<file path="src/rtl/core/grp_pkg.sv">
// ----------------------------------------------------------------------------
// grp_pkg: shared types and constants of the growing rectangle packer
// Defaults for the top-level parameters and the status and state codes.
// ----------------------------------------------------------------------------
`default_nettype none
package grp_pkg;
  localparam int unsigned MAX_RECTS_DEF   = 64;
  localparam int unsigned MAX_SIDE_DEF    = 4096;
  localparam int unsigned SAMPLE_STEP_DEF = 32;

  localparam logic [1:0] ST_PLACED = 2'd0;
  localparam logic [1:0] ST_FULL   = 2'd1;
  localparam logic [1:0] ST_LIMIT  = 2'd2;

  typedef enum logic [3:0] {
    S_IDLE, S_GROW, S_MIN_RD, S_MIN_ACC, S_ROW, S_COL, S_PT, S_CMP, S_ADV, S_DONE
  } state_t;
endpackage
`default_nettype wire

</file>
<file path="src/rtl/core/growing_rectangle_packer_top.sv">
// ----------------------------------------------------------------------------
// growing_rectangle_packer_top: first-fit packer into a growing box
// Sequencer over a rectangle memory: grid scan, sample test, box growth.
// ----------------------------------------------------------------------------
// channel  ports                                   transfer
// input    in_item_width, in_item_height           start & !busy
// result   out_place_x/_y, out_box_*, out_status   out_valid, one cycle
//
// How long an item takes depends on the single read port of the rectangle
// memory: the step-size pass walks all placed rectangles one read at a time,
// and each sample point tested walks them until the first cover; growth
// steps, grid rows, corners, the commit and the result strobe each take a
// state. With a full store the result strobe comes in the cycle after the
// transfer. busy is high from the transfer until the result strobe; results
// cannot be held off, so nothing stalls the block. Reset is synchronous and
// clears count and box; memory entries are used only below the count.
`default_nettype none
module growing_rectangle_packer_top #(
  parameter int unsigned MAX_RECTS   = grp_pkg::MAX_RECTS_DEF,
  parameter int unsigned MAX_SIDE    = grp_pkg::MAX_SIDE_DEF,
  parameter int unsigned SAMPLE_STEP = grp_pkg::SAMPLE_STEP_DEF
) (
  input  wire logic        clk,
  input  wire logic        rst_n,
  input  wire logic        start,
  output logic             busy,
  input  wire logic [12:0] in_item_width,
  input  wire logic [12:0] in_item_height,
  output logic             out_valid,
  output logic [11:0]      out_place_x,
  output logic [11:0]      out_place_y,
  output logic [12:0]      out_box_width,
  output logic [12:0]      out_box_height,
  output logic [1:0]       out_status
);
  import grp_pkg::*;
  localparam int unsigned AW = (MAX_RECTS > 1) ? $clog2(MAX_RECTS) : 1;
  localparam int unsigned CW = $clog2(MAX_RECTS + 1);
  localparam int unsigned SW = 16; // coordinate width, holds sums up to 2*MAX_SIDE
  localparam int unsigned DW = 4 * SW;
  localparam logic [SW-1:0] SIDE_MAX = SW'(MAX_SIDE);
  localparam logic [SW-1:0] SSTEP = SW'(SAMPLE_STEP);
  localparam logic [CW-1:0] CNT_MAX = CW'(MAX_RECTS);

  state_t state_r, state_nxt;
  logic [CW-1:0] cnt_r, cnt_nxt;
  logic [SW-1:0] box_w_r, box_w_nxt, box_h_r, box_h_nxt;
  logic [SW-1:0] bw_r, bw_nxt, bh_r, bh_nxt, iw_r, iw_nxt, ih_r, ih_nxt;
  logic [SW-1:0] stw_r, stw_nxt, sth_r, sth_nxt;
  logic [SW-1:0] cx_r, cx_nxt, cy_r, cy_nxt, sx_r, sx_nxt, sy_r, sy_nxt;
  logic [CW-1:0] idx_r, idx_nxt;
  logic          hit_r, hit_nxt;
  logic [1:0]    stat_r, stat_nxt;
  logic [11:0]   px_r, px_nxt, py_r, py_nxt;

  logic          we;
  logic [AW-1:0] raddr;
  logic [DW-1:0] wdata, rdata;
  logic [SW-1:0] rx, ry, rw, rh, nw, nh;
  logic          rd_ok, cov;

  grp_store #(.DEPTH(MAX_RECTS), .AW(AW), .DW(DW)) u_store (
    .clk(clk), .we(we), .waddr(cnt_r[AW-1:0]), .wdata(wdata),
    .raddr(raddr), .rdata(rdata)
  );

  assign {rx, ry, rw, rh} = rdata;
  assign wdata = {4'(0), px_r, 4'(0), py_r, iw_r, ih_r};
  assign raddr = idx_r[AW-1:0];
  // entry read last cycle is valid when its index is below the count
  assign rd_ok = (idx_r != 0) && (idx_r <= cnt_r);
  assign cov = (rx <= sx_r) && (rx + rw > sx_r) && (ry <= sy_r) && (ry + rh > sy_r);

  // growth choice for the current box
  always_comb begin
    nw = bw_r;
    nh = bh_r;
    if (iw_r > bw_r && ih_r > bh_r) begin
      nw = bw_r + iw_r;
      nh = bh_r + ih_r;
    end else if (iw_r > bw_r) begin
      nw = bw_r + iw_r;
    end else if (ih_r > bh_r) begin
      nh = bh_r + ih_r;
    end else if (bw_r < bh_r) begin
      nw = bw_r + iw_r;
    end else begin
      nh = bh_r + ih_r;
    end
  end

  // sequencer next state and datapath
  always_comb begin
    state_nxt = state_r;
    cnt_nxt = cnt_r; box_w_nxt = box_w_r; box_h_nxt = box_h_r;
    bw_nxt = bw_r; bh_nxt = bh_r; iw_nxt = iw_r; ih_nxt = ih_r;
    stw_nxt = stw_r; sth_nxt = sth_r; cx_nxt = cx_r; cy_nxt = cy_r;
    sx_nxt = sx_r; sy_nxt = sy_r; idx_nxt = idx_r; hit_nxt = hit_r;
    stat_nxt = stat_r; px_nxt = px_r; py_nxt = py_r;
    we = 1'b0;
    case (state_r)
      S_IDLE: begin
        if (start) begin
          iw_nxt = (in_item_width == 0) ? SW'(1) : SW'(in_item_width);
          ih_nxt = (in_item_height == 0) ? SW'(1) : SW'(in_item_height);
          bw_nxt = box_w_r;
          bh_nxt = box_h_r;
          px_nxt = '0;
          py_nxt = '0;
          stat_nxt = ST_PLACED;
          state_nxt = (cnt_r >= CNT_MAX) ? S_DONE : S_GROW;
          if (cnt_r >= CNT_MAX) stat_nxt = ST_FULL;
        end
      end
      S_GROW: begin
        // fits: scan; does not fit: grow first, or stop at the side limit
        if (iw_r <= bw_r && ih_r <= bh_r) begin
          stw_nxt = iw_r;
          sth_nxt = ih_r;
          idx_nxt = '0;
          state_nxt = S_MIN_RD;
        end else if (nw > SIDE_MAX || nh > SIDE_MAX) begin
          stat_nxt = ST_LIMIT;
          state_nxt = S_DONE;
        end else begin
          bw_nxt = nw;
          bh_nxt = nh;
        end
      end
      S_MIN_RD: begin
        // walk entries for the smallest width and height
        if (rd_ok) begin
          if (rw < stw_r) stw_nxt = rw;
          if (rh < sth_r) sth_nxt = rh;
        end
        if (idx_r > cnt_r) begin
          cy_nxt = '0;
          state_nxt = S_ROW;
        end else begin
          idx_nxt = idx_r + 1'b1;
        end
      end
      S_ROW: begin
        if (cy_r >= bh_r || cy_r + ih_r > bh_r) begin
          state_nxt = S_ADV;
        end else begin
          cx_nxt = '0;
          state_nxt = S_COL;
        end
      end
      S_COL: begin
        if (cx_r >= bw_r || cx_r + iw_r > bw_r) begin
          cy_nxt = cy_r + sth_r;
          state_nxt = S_ROW;
        end else begin
          sx_nxt = cx_r;
          sy_nxt = cy_r;
          state_nxt = S_PT;
        end
      end
      S_PT: begin
        // start a memory walk for one sample point
        idx_nxt = '0;
        hit_nxt = 1'b0;
        state_nxt = S_CMP;
      end
      S_CMP: begin
        if (rd_ok && cov) hit_nxt = 1'b1;
        if (idx_r > cnt_r || (rd_ok && cov)) begin
          if (hit_r || (rd_ok && cov)) begin
            cx_nxt = cx_r + stw_r;
            state_nxt = S_COL;
          end else if (sx_r + SSTEP < cx_r + iw_r) begin
            sx_nxt = sx_r + SSTEP;
            state_nxt = S_PT;
          end else if (sy_r + SSTEP < cy_r + ih_r) begin
            sx_nxt = cx_r;
            sy_nxt = sy_r + SSTEP;
            state_nxt = S_PT;
          end else begin
            px_nxt = cx_r[11:0];
            py_nxt = cy_r[11:0];
            state_nxt = S_MIN_ACC;
          end
        end else begin
          idx_nxt = idx_r + 1'b1;
        end
      end
      S_MIN_ACC: begin
        // commit placement
        we = 1'b1;
        cnt_nxt = cnt_r + 1'b1;
        box_w_nxt = bw_r;
        box_h_nxt = bh_r;
        state_nxt = S_DONE;
      end
      S_ADV: begin
        // scan failed: grow and retry, or stop at the side limit
        if (nw > SIDE_MAX || nh > SIDE_MAX) begin
          stat_nxt = ST_LIMIT;
          state_nxt = S_DONE;
        end else begin
          bw_nxt = nw;
          bh_nxt = nh;
          state_nxt = S_GROW;
        end
      end
      S_DONE: state_nxt = S_IDLE;
      default: state_nxt = S_IDLE;
    endcase
  end

  // registers
  always_ff @(posedge clk) begin
    if (!rst_n) begin
      state_r <= S_IDLE;
      cnt_r <= '0;
      box_w_r <= '0;
      box_h_r <= '0;
    end else begin
      state_r <= state_nxt;
      cnt_r <= cnt_nxt;
      box_w_r <= box_w_nxt;
      box_h_r <= box_h_nxt;
    end
    bw_r <= bw_nxt; bh_r <= bh_nxt; iw_r <= iw_nxt; ih_r <= ih_nxt;
    stw_r <= stw_nxt; sth_r <= sth_nxt; cx_r <= cx_nxt; cy_r <= cy_nxt;
    sx_r <= sx_nxt; sy_r <= sy_nxt; idx_r <= idx_nxt; hit_r <= hit_nxt;
    stat_r <= stat_nxt; px_r <= px_nxt; py_r <= py_nxt;
  end

  // outputs
  always_comb begin
    busy = (state_r != S_IDLE);
    out_valid = (state_r == S_DONE);
    out_place_x = px_r;
    out_place_y = py_r;
    out_box_width = box_w_r[12:0];
    out_box_height = box_h_r[12:0];
    out_status = stat_r;
  end

  a_cnt_max: assert property (@(posedge clk) disable iff (!rst_n) cnt_r <= CNT_MAX)
    else $error("count above depth");
  a_box: assert property (@(posedge clk) disable iff (!rst_n)
    box_w_r <= SIDE_MAX && box_h_r <= SIDE_MAX) else $error("box above limit");
  a_one: assert property (@(posedge clk) disable iff (!rst_n)
    out_valid |=> !out_valid) else $error("double strobe");
  a_we: assert property (@(posedge clk) disable iff (!rst_n)
    we |=> out_valid && out_status == ST_PLACED) else $error("write without result");
endmodule
`default_nettype wire

</file>
<file path="src/rtl/core/grp_store.sv">
// ----------------------------------------------------------------------------
// grp_store: placed rectangle memory
// One write port and one registered read port; read data follows the address in the next cycle.
// ----------------------------------------------------------------------------
`default_nettype none
module grp_store #(
  parameter int unsigned DEPTH = 64,
  parameter int unsigned AW    = 6,
  parameter int unsigned DW    = 56
) (
  input  wire logic          clk,
  input  wire logic          we,
  input  wire logic [AW-1:0] waddr,
  input  wire logic [DW-1:0] wdata,
  input  wire logic [AW-1:0] raddr,
  output logic      [DW-1:0] rdata
);
  logic [DW-1:0] mem [DEPTH];

  // write and registered read
  always_ff @(posedge clk) begin
    if (we) mem[waddr] <= wdata;
    rdata <= mem[raddr];
  end
endmodule
`default_nettype wire

</file>
<file path="config.mk">
export PLATFORM = sky130hd
export DESIGN_NAME = growing_rectangle_packer_top
export DESIGN_NICKNAME = d
export VERILOG_FILES = /design/src/rtl/core/grp_pkg.sv /design/src/rtl/core/growing_rectangle_packer_top.sv /design/src/rtl/core/grp_store.sv
export SDC_FILE = /design/constraint.sdc
export NUM_CORES = 2
export LEC_CHECK = 0
export ABC_AREA = 1
export BUFFER_PORTS_ARGS = -buffer_cell sky130_fd_sc_hd__buf_4
export CORE_ASPECT_RATIO = 1.5
export CORE_UTILIZATION = 50
export DETAILED_ROUTE_END_ITERATION = 6
export PLACE_DENSITY_LB_ADDON = 0.08
export RECOVER_POWER = 100
export SLEW_MARGIN = 20
export SYNTH_ARGS = -nofsm -noshare
export SYNTH_HDL_FRONTEND = slang
export SYNTH_SLANG_ARGS = --single-unit
</file>
<file path="constraint.sdc">
create_clock -name clk -period 6.75 [get_ports clk]
set_input_delay 0.3375 -clock clk [delete_from_list [all_inputs] [get_ports clk]]
set_output_delay 0.3375 -clock clk [all_outputs]
set_load 0.05 [all_outputs]
</file>
# == After elaboration in Yosys (flattened, before gate mapping) ==
# Memory sizes are Yosys's and may differ from the RTL's. A register that Yosys moved wholly into a read port is not among the register bits.
# Cells that the tools add are included.
# op_classes
multipliers,0
shifts,0
n_eq_ne,30
add_sub_neg,12
n_bitwise,0
order_cmp,22
reduce_logical,37
n_div,0
n_mux,81
# op_table
operator,n
2-to-1 mux 16 bit,35
case mux 16 bit (2 select lines),6
adder 16 bit,8
2-to-1 mux 12 bit,9
> comparator 16 bit,6
case mux 16 bit (3 select lines),2
< comparator 16 bit,5
less-or-equal comparator 16 bit,4
case mux 12 bit (2 select lines),2
inequality test 2 bit (second input constant),19
case mux 4 bit (9 select lines),1
adder 16 x 6 -> 16 bit (second input constant),2
greater-or-equal comparator 16 bit,2
> comparator 16 x 13 -> 1 bit (second input constant),2
2-to-1 mux 4 bit,8
case mux 7 bit (4 select lines),1
zero test 13 bit,2
2-to-1 mux 7 bit,3
AND reduction 4 bit,5
== test 4 x 3 -> 1 bit (second input constant),4
adder 7 x 1 -> 7 bit (second input constant),2
AND reduction 6 bit,2
nonzero test 2 bit,6
2-to-1 mux 3 bit,3
20 further kinds,43
# word_totals
mem_bits_ro,0
latch_bits,0
ram_bits,3584
ff_bits,301
word_cells,205
mem_count,1
# memory_table
name,words,width,read_ports,rd_clocked_by_memory_dff,write_ports,line,text
u_store.mem,64,56,1,1,1,grp_store.sv:18,logic [DW-1:0] mem [DEPTH];

# == Depth between registers and ports, before layout ==
# logic_depth
word_depth,10
mapped_depth,32
depth_no_buf,32

# == By module ==
# Synthesis repeated with hierarchy kept, for this count alone.
# unflattened
hier_cells,16112
hier_area_um2,186473.8
# by_module_without_submodules
module,area_each_um2,n_inst,cells_each
grp_store,165448.7,1,13422
growing_rectangle_packer_top,21025.2,1,2690

# == Least setup slack after synthesis ==
# Ideal clock, no wire load.
# synth_path
kind,reg-to-reg
startpoint,reg iw_r[2]
endpoint,"reg px_r[0], in the netlist out_place_x[0] (enable)"
n_path_buf,0
slack_ns,0.769
arrival_time_ns,5.545
required_ns,6.315
setup_ns,0.435
stages_incl_launch_ff,25
cell_sequence,edfxtp_1 ha_1 a21oi_1 nand2_1 a21oi_1 o21bai_1 nand2_1 nand2_1 a21oi_1 inv_1 a21oi_1 o21ai_0 nand2_1 nand2_1 a21oi_1 xor2_1 ha_1 inv_1 o31ai_1 a21oi_1 nand2_1 nor2_1 inv_1 nand2_1 nor3_1
# synth_via
elab_chain_len,4
# synth_lines
item,line,text
start: declaration,growing_rectangle_packer_top.sv:48,"logic [SW-1:0] bw_r, bw_nxt, bh_r, bh_nxt, iw_r, iw_nxt, ih_r, ih_nxt;"
start signal: assignment,growing_rectangle_packer_top.sv:226,bw_r <= bw_nxt; bh_r <= bh_nxt; iw_r <= iw_nxt; ih_r <= ih_nxt;
adder 16 bit,growing_rectangle_packer_top.sv:173,end else if (sx_r + SSTEP < cx_r + iw_r) begin
< comparator 16 bit,growing_rectangle_packer_top.sv:173,
inequality test 2 bit (no line),n/a,
AND reduction 6 bit (no line),n/a,
end signal: assignment,growing_rectangle_packer_top.sv:229,stat_r <= stat_nxt; px_r <= px_nxt; py_r <= py_nxt;
end: declaration,growing_rectangle_packer_top.sv:54,"logic [11:0] px_r, px_nxt, py_r, py_nxt;"
# No other way between the ends.
# A chain may end at the register's enable or synchronous reset.

# == Worst setup path in the final report ==
# layout_path
startpoint,reg state_r[2]
endpoint,mem u_store.mem[0][2] (enable)
# layout_via
elab_chain_len,4
# layout_lines
item,line,text
start: declaration,growing_rectangle_packer_top.sv:45,"state_t state_r, state_nxt;"
start signal: assignment,growing_rectangle_packer_top.sv:221,state_r <= state_nxt;
== test 4 x 2 -> 1 bit,growing_rectangle_packer_top.sv:101,case (state_r)
2-to-1 mux 1 bit,growing_rectangle_packer_top.sv:101,
2-to-1 mux 1 bit,grp_store.sv:22,if (we) mem[waddr] <= wdata;
2-to-1 mux 1 bit (not written as such),grp_store.sv:22,
end: declaration,grp_store.sv:18,
# No other way between the ends.

==> impl_results.md <==
- Setup-failing EPs final: 0
- Crit path launch type: flop
- Setup WS pre-CTS: 1.30 ns
- Hold Path Stages: 2
- HP Class: in2reg
- R2r worst-path depth: 9
- Area share of fa/ha/maj cells after synthesis: 2.94%
- Area grow syn2layout: 10.6%
- Number of flops mapped to enable cells by yosys: 3382
- Max-slew violations: 5064
- TritonRoute pass-1 iters: 6
- PwrDens: 470 nW/um^2
- Seq cells post-synth: 3475
- Asr flop ratio synth: 0%
- Syn avg cell area: 12.7 sq um
- Area leader, netlist: edfxtp_1
- CTS buffer count: 331
- Clock Sinks: 3475
- Residual DRC count: 0
- FP Rows: 240
- Synth Flop Type: edfxtp_1
- Max FO, Critical Path: 32
- Failing checks: max-capacitance violations, max-slew violations
- Compound-Gate Fraction of Synth Area: 13.3%
- Largest family of logic cells by synthesized area: compound AO/OA/AOI/OAI gates
- WL/cell: 30.6 um
- Initial Utilization: 50.4%
- Syn_nets: 11700
- Fmax: 159 MHz
- Post-Synth XOR/XNOR Area: 0.554%
- GRT Overall Usage: 31.8%
- CP endpoint kind: flop
- Synth area leaders: edfxtp_1 71%, o21ai_0 6.2%, nor2_1 4.9%
- RSZ-0062 raised after global routing: no
- Initial antenna violation count: 43
- CP Data Arrival Time: 6.68 ns
- Simple-gate portion of the synthesized area: 8.22%
- Port bufs: 82
- Min Tclk post-route: 6.29 ns
- First-pass GRT wire length: 660000 um
- Root buffer cell: clkbuf_16
- Overall Power: 74800 uW
- Post-CTS setup buffer count: 0
- Final core utilization: 55.7%
- Register area share after synthesis: 72.0%
- Gate Count Post-Synth: 11300
- H-Tree Depth: 5
- GP Congestion: 0.899
- Mux cell area share after synthesis: 0%
- Slew @ Worst Pin: 3.94 ns
- Maximum vdd drop: 0.455 mV
- Largest net degree at the start of global routing: 207
- Clk Latency, worst-skew pair: 0.92 ns
- Boundary Pins: 83
- Core area: 285000 sq um
- Max-cap violations: 164
- Required @ worst endpoint: 7.14 ns
- P_leak: 0.0531 uW
- Final #Nets: 11700
- Global route overflow: 0
- Area of the die: 290000 sq um
- DPL Wire Length: 265000 um
- Routed vias/inst: 6.27
- Setup TNS: 0 ns
- CTS tree: built
- Die W: 440 um
- Cts repair resizes: 0
- Setup WS post-layout: 0.465 ns
- Antenna-violating nets left: 0
- Yosys warnings: 0
- Total Wirelength: 471000 um
- Vias in the first global route: 91700
- Fin. Hold Viols: 0
- CTS clk-pin slew, worst paths: 0.06 ns
- Tcrit/Tclk final: 93.1%
- Post-synth cell types: 62
- Via count: 96700
- Clock Skew: 0.0753 ns
- Number of DRC markers in iteration 0: 11600
- Layout cells sized above 1: 5.90%
- Post-synth top area share: 70.7%
- WS Path Type: reg2reg
- Status: finished with violations
- CTS max path bufs: 4
- Post-synthesis instance area: 144000 sq um
- Overall die height: 659 um
- Rel. slew slack: -162%
[layout by cell type (no fill, tap or decap), types with 135 or more instances in the layout]
cell and count:
inv_1 380, nor2_1 1837, a221oi_1 151, edfxtp_1 3382, nand2_1 832, o21ai_0 1776, a21oi_1 298, clkbuf_16 339
clkbuf_1 295, ha_1 325, nand3_1 135, o22ai_1 797
[Yosys cell counts (14+ instances only)]
| cell | count |
|---|---|
| edfxtp_1 | 3382 |
| nor2_1 | 1867 |
| o21ai_0 | 1773 |
| nand2_1 | 830 |
| o22ai_1 | 797 |
| clkbuf_1 | 666 |
| inv_1 | 381 |
| ha_1 | 325 |
| a21oi_1 | 299 |
| a221oi_1 | 151 |
| nand3_1 | 135 |
| a22o_1 | 118 |
| dfxtp_1 | 93 |
| nand4_1 | 80 |
| xor2_1 | 77 |
| o221ai_1 | 51 |
| nor3_1 | 41 |
| buf_4 | 27 |
| a31oi_1 | 23 |
| buf_1 | 21 |
| buf_2 | 20 |
| o21bai_1 | 17 |
| inv_2 | 16 |
| o21a_1 | 16 |
| xnor2_1 | 14 |
[kinds of logic after synthesis]
family                   Yosys count
flip-flops                      3475
AO/OA/AOI/OAI                   3310
AND/OR/NAND/NOR                 2990
buffers and inverters           1140
adder cells (fa/ha/maj)          333
XOR/XNOR                          91
[registers in the layout (all words and copies together), names as in the netlist, 13 cells and up]
signal and cells:
cx_r 16, u_store.mem 3200, ih_r 13, box_w_r 16, box_h_r 16, bh_r 16, sy_r 16, cy_r 16
u_store.rdata 50, sx_r 16, bw_r 16, sth_r 13, stw_r 13, iw_r 13
[final cells by class]
class | count | area (sq um)
clock buffers | 419 | 8840
well taps | 3751 | 4690
inverters | 403 | 1540
diodes | 73 | 183
flip-flops and latches | 3475 | 103000
multi-input cells | 6724 | 36100
clock inverters | 173 | 1620
fillers | 23500 | 126000
repair buffers | 394 | 2600
[report_power, final]
| part | switching, uW | internal (uW) | total (uW) | leakage (uW) |
|---|---|---|---|---|
| Combinational | 21000 | 7650 | 28700 | 0.0166 |
| Clock | 8110 | 10300 | 18400 | 0.00514 |
| Sequential | 896 | 26700 | 27600 | 0.0314 |
| Total | 30100 | 44700 | 74800 | 0.0531 |
[what timing repair did]
item / in CTS / in global routing
setup endpoints to repair: 0 / 0
hold endpoints to repair: 60 / 0
hold buffers: 25 / 0
[worst paths after layout]
kind,startpoint,slack [ns],endpoint
setup / recovery,state_r[2],0.46,u_store.mem[0][2]
hold / removal,in_item_height[10],0.24,ih_r[10]
hold reg to reg,box_w_r[15],0.48,bw_r[15]
setup reg to reg,state_r[2],0.46,u_store.mem[0][2]
[critical path: stages, from the launching register on]
cell and delay, ns:
dfxtp_1 0.34, nor2_1 0.15, inv_1 0.09, nor2_1 0.24, inv_1 0.20, nor2_1 0.31, nand2_1 0.42, nor2_1 0.35
clkbuf_1 1.08, clkbuf_1 2.55
[through the flow]
stage	hold slack, ns	area, sq um	instances
2_1_floorplan	0.487	144000	11300
3_3_place_gp	0.515	149000	14700
3_5_place_dp	0.525	150000	14700
4_1_cts	0.156	160000	15300
5_1_grt	0.222	159000	15400
6_report	0.236	159000	15400
[layer usage]
layer | global-route usage, % | up-vias | part of all wire [%]
li1 | - | 42200 | -
met3 | 4.42 | 1014 | 7.8
met5 | 0 | - | 0.023
met4 | 13.6 | 16 | 4.6
met2 | 53.2 | 4550 | 49
met1 | 41.6 | 48900 | 39
Note: power is estimated with default switching activity, not from simulation.
